## config.mk

```make
export PLATFORM = sky130hd
export DESIGN_NAME = tph_ctrl
export DESIGN_NICKNAME = d
export VERILOG_FILES = /design/src/rtl/core/tph_pkg.sv /design/src/rtl/core/tph_ctrl.sv
export SDC_FILE = /design/constraint.sdc
export NUM_CORES = 1
export LEC_CHECK = 0
export BUFFER_PORTS_ARGS = -buffer_cell sky130_fd_sc_hd__buf_4
export CAP_MARGIN = 0
export CORE_AREA = 2 2 39 41
export DETAILED_ROUTE_END_ITERATION = 16
export DIE_AREA = 0 0 41 43
export SLEW_MARGIN = 5
export SYNTH_ARGS = -nofsm -noshare
export SYNTH_HDL_FRONTEND = slang
export SYNTH_SLANG_ARGS = --single-unit
```

## constraint.sdc

```tcl
create_clock -name i_clk -period 1.7 [get_ports i_clk]
set_input_delay 0 -clock i_clk [delete_from_list [all_inputs] [get_ports i_clk]]
set_output_delay 0 -clock i_clk [all_outputs]
set_load 0.02 [all_outputs]
```

## src/rtl/core/tph_pkg.sv

```systemverilog
// shared types, constants and codes for the tcp passive handshake table
// no dependencies
`default_nettype none

package tph_pkg;

    localparam int SLOT_COUNT = 64;
    localparam int IDX_W      = (SLOT_COUNT > 1) ? $clog2(SLOT_COUNT) : 1;
    localparam logic [IDX_W-1:0] SLOT_LAST = IDX_W'(SLOT_COUNT - 1);

    localparam logic [31:0] RST_SERVER_ADDR = 32'h0a00_0002;
    localparam logic [15:0] RST_SRV_PORT    = 16'd8080;
    localparam logic [15:0] RST_RX_WINDOW   = 16'hffff;

    localparam int FLAG_FIN_BIT = 0;
    localparam int FLAG_SYN_BIT = 1;
    localparam int FLAG_ACK_BIT = 4;

    localparam int CFG_INDEX_W = 2;
    localparam int CFG_DATA_W  = 32;
    localparam int IN_TDATA_W  = 200;
    localparam int OUT_TDATA_W = 144;

    typedef enum logic [2:0] {
        EV_DROP    = 3'd0,
        EV_SYNACK  = 3'd1,
        EV_FULL    = 3'd2,
        EV_UNKNOWN = 3'd3,
        EV_MATCH   = 3'd4
    } t_event;

    typedef enum logic [CFG_INDEX_W-1:0] {
        CFG_SERVER_ADDR = 2'd0,
        CFG_SRV_PORT    = 2'd1,
        CFG_RX_WINDOW   = 2'd2
    } t_cfg_idx;

    typedef enum logic [1:0] {
        S_IDLE,
        S_DECODE,
        S_SCAN,
        S_DONE
    } t_state;

    // first field in the highest bits
    typedef struct packed {
        logic [31:0] initial_sequence;
        logic [31:0] acknowledgment_number;
        logic [31:0] sequence_number;
        logic [7:0]  flag_bits;
        logic [15:0] target_port;
        logic [31:0] target_address;
        logic [15:0] peer_port;
        logic [31:0] peer_address;
    } t_item;

    typedef struct packed {
        logic [15:0] reply_port;
        logic [31:0] reply_address;
        logic [15:0] reply_window;
        logic [31:0] reply_acknowledgment;
        logic [31:0] reply_sequence;
        logic [5:0]  slot_index;
        logic        slot_closed;
        logic        became_established;
        t_event      event_code;
    } t_result;

    typedef struct packed {
        logic        established;
        logic [31:0] peer_address;
        logic [15:0] peer_port;
        logic [31:0] send_next;
    } t_entry;

    localparam int ENTRY_W = $bits(t_entry);

    typedef struct packed {
        logic load;
        logic res_drop;
        logic scan_start;
        logic scan_step;
        logic claim;
        logic match;
        logic res_miss;
        logic out_load;
    } t_cmd;

    typedef struct packed {
        logic addressed;
        logic cand_hit;
        logic cand_last;
        logic out_free;
    } t_status;

endpackage

`default_nettype wire

```

## src/rtl/core/tph_ctrl.sv

```systemverilog
// sequencing state machine: decode, slot scan, result handoff
// depends on tph_pkg
`default_nettype none

module tph_ctrl (
    input  wire logic            i_clk,
    input  wire logic            i_rst_n,
    input  wire logic            i_in_valid,
    input  wire logic            i_syn_open,
    input  wire tph_pkg::t_status i_sts,
    output logic                 o_in_ready,
    output tph_pkg::t_cmd        o_cmd
);

    tph_pkg::t_state r_state, n_state;

    always_ff @(posedge i_clk) begin
        if (!i_rst_n) begin
            r_state <= tph_pkg::S_IDLE;
        end else begin
            r_state <= n_state;
        end
    end

    always_comb begin
        n_state    = r_state;
        o_cmd      = '0;
        o_in_ready = 1'b0;
        unique case (r_state)
            tph_pkg::S_IDLE: begin
                o_in_ready = 1'b1;
                if (i_in_valid) begin
                    o_cmd.load = 1'b1;
                    n_state    = tph_pkg::S_DECODE;
                end
            end
            tph_pkg::S_DECODE: begin
                if (!i_sts.addressed) begin
                    o_cmd.res_drop = 1'b1;
                    n_state        = tph_pkg::S_DONE;
                end else begin
                    o_cmd.scan_start = 1'b1;
                    n_state          = tph_pkg::S_SCAN;
                end
            end
            tph_pkg::S_SCAN: begin
                o_cmd.scan_step = 1'b1;
                if (i_sts.cand_hit) begin
                    o_cmd.claim = i_syn_open;
                    o_cmd.match = !i_syn_open;
                    n_state     = tph_pkg::S_DONE;
                end else if (i_sts.cand_last) begin
                    o_cmd.res_miss = 1'b1;
                    n_state        = tph_pkg::S_DONE;
                end
            end
            tph_pkg::S_DONE: begin
                if (i_sts.out_free) begin
                    o_cmd.out_load = 1'b1;
                    n_state        = tph_pkg::S_IDLE;
                end
            end
            default: n_state = tph_pkg::S_IDLE;
        endcase
    end

endmodule

`default_nettype wire

```

==> impl_metrics.csv <==
group,metric,value,unit
run_status,status,"complete, no violations",
final_layout,drive_gt1_frac,0.479,
worst_setup_path,end_kind,"flop",
final_layout,largest_register_ffs,2,
detailed_routing,vias,268,
grt,antenna_found_initial,0,
timing,setup_violations,0,
clocking,insertion_delay,0.22,ns
final_layout,largestRegisters,"r_state x2",
placed_design,place.port_buffers,16,
final_layout,top_register,"r_state",
synth,synth_top_area_cell,"ha_1",
synth,synth-seq-cells,2,
clocking,cts_buffers,3,
final_layout,antennaDiodeCount,0,
detailed_routing,drc,0,
worst_setup_path,cp-start-kind,"flop",
worst_setup_path,crit_chain,"inv_1, ha_1, nor2b_4, mux2_2, o311a_1",
placed_design,pre_cts_ws,0.255,ns
floorplan,die_x,41,microns
power,p_leak,0.211,nW
detailed_routing,firstDrtPassIters,1,
floorplan,core,1380,sq um
clocking,cts.sinks,2,
worst_setup_path,required,1.80,ns
detailed_routing,wl,552,microns
synth,yosysWarnings,0,
synth,synth_cell_types,19,
timing,slew_viol_final,0,
floorplan,io_pins,17,
clocking,htreeDepth,1,
floorplan,initial_core_util,0.182,
worst_setup_path,cp_max_fo,5,
grt,grtUsageTotal,0.0752,
grt,overflow,0,
final_layout,layout_commonest_cell,"buf_4",
power,peakVddDrop,0.554,mV
timing,fin_crit,1.46,ns
final_layout,fin_nets,62,
grt,grt_max_degree,7,
timing,clock_skew,0.00267,ns
detailed_routing,antenna_left,0,
synth,netlist_area,251,sq um
synth,synthesis.nets,41,
worst_setup_path,cp_slowest_stage_delay,0.40,ns
floorplan,rows,14,
timing,relSlewSlack,0.836,
floorplan,die_h,43,microns
timing,fmax,0.687,GHz
synth,syn_avg_cell_area,8.67,sq um
worst_setup_path,worst-setup-path-type,"reg -> reg",
clocking,postCtsSetupBuffers,0,
detailed_routing,drtIter0Drc,0,
synth,synthCells,29,
detailed_routing,viasPerCell,4.19,
worst_setup_path,cp.arrival,1.56,ns
clocking,path_clk_slew,0.03,ns
placed_design,gp_congestion,0.710,
worst_setup_path,cpLargestDelayFamily,"flip-flops",
worst_setup_path,path_buf_inv,1,
worst_setup_path,crit_slowest_cell,"dfxtp_1",
timing,rsz0062_at_grt,"no",
detailed_routing,routedWlPerCell,8.63,microns
final_layout,synthToLayoutAreaGrowth,64.7,%
grt,grt_first_pass_wirelength,862,microns
final_layout,mostFrequentLayoutCells,"buf_4, ha_1, and2_1, clkbuf_4",
power,powerDensity,1530,nW/um^2
floorplan,dieArea,1760,sq um
clocking,cts_root_buffer,"clkbuf_4",
clocking,cts_tree,"yes",
synth,synthTopCellsByArea,"ha_1, dfxtp_1, and2_1",
synth,ys_seq_area_frac,0.159,
timing,worst_pin_slew,0.245,ns
synth,synth_top_area_frac,0.199,
clocking,hold_buffers,0,
placed_design,place_inst,61,
timing,setup_tns,0,ns
timing,hold_viol_final,0,
clocking,clockBufferDepth,2,
grt,grt_pass1_vias,228,
job,maxCapViolCount,0,
clocking,cts_resized,0,
timing,setup_ws,0.243,ns
final_layout,fin_cells,64,
timing,finalCritPeriodShare,0.857,
hold_path,hold_path.class,"in -> reg",
final timing paths:
check | startpoint | endpoint | slack [ns] | cells past startpoint
setup reg to reg | r_state[1] | r_state[0] | 0.24 | 5
setup / recovery | r_state[1] | r_state[0] | 0.24 | 5
hold / removal | i_rst_n | r_state[0] | 0.03 | 2
hold reg to reg | r_state[1] | r_state[1] | 0.55 | 2
logic make-up (layout without fill, tap and decap cells):
group	count (synthesis)	in the layout	share of synthesized area
buf+inv	2	21	0.0299
flops	2	2	0.159
mux	1	1	0.0448
simple gates	16	16	0.438
compound gates	4	4	0.129
fa+ha+maj	4	4	0.199
metrics by stage:
step / hold slack (ns) / area [sq um] / power [W] / util
global route: 0.0228 / 414 / 0.000694 / 0.299
floorplan: 0.0330 / 251 / 0.000388 / -
CTS: 0.0243 / 414 / 0.000642 / 0.299
global placement: 0.254 / 392 / 0.000529 / 0.283
detailed placement: 0.252 / 392 / 0.000534 / 0.283
finish: 0.0330 / 414 / 0.000633 / 0.299
routing by layer:
layer | track usage | wire [microns] | vias up
met1 | 0.0990 | 273 | 118
li1 | - | - | 141
met3 | 0.0785 | 48 | 0
met4 | 0 | 0 | 0
met5 | 0 | 0 | -
met2 | 0.0906 | 230 | 9
report_power, final:
part           switching, W  total, W  internal, W
clock             0.0000251  0.000103    0.0000778
combinational      0.000218  0.000427     0.000209
sequential        0.0000310  0.000103    0.0000722
total              0.000274  0.000633     0.000359
cell usage after synthesis (all sizes together):
master	instances
or3b	1
a21boi	1
and3	1
ha	4
and3b	1
dfxtp	2
mux2	1
nand3	1
o31ai	2
and2	3
nor2	1
nor2b	3
o311a	1
inv	2
nor3b	1
nand4	1
nand2	1
nand2b	2
worst register-to-register path, stage by stage, from the launching register on:
cell and delay, ns:
dfxtp_1 0.40, inv_1 0.09, ha_1 0.19, nor2b_4 0.13, mux2_2 0.26, o311a_1 0.28
layout make-up:
class / count / area [sq um]
inverters: 2 / 7.51
fillers: 152 / 970
multi-input cells: 25 / 204
clock buffers: 3 / 22.5
repair buffers: 16 / 120
well taps: 16 / 20.0
flip-flops and latches: 2 / 40.0
(Power assumes the default switching activity.)
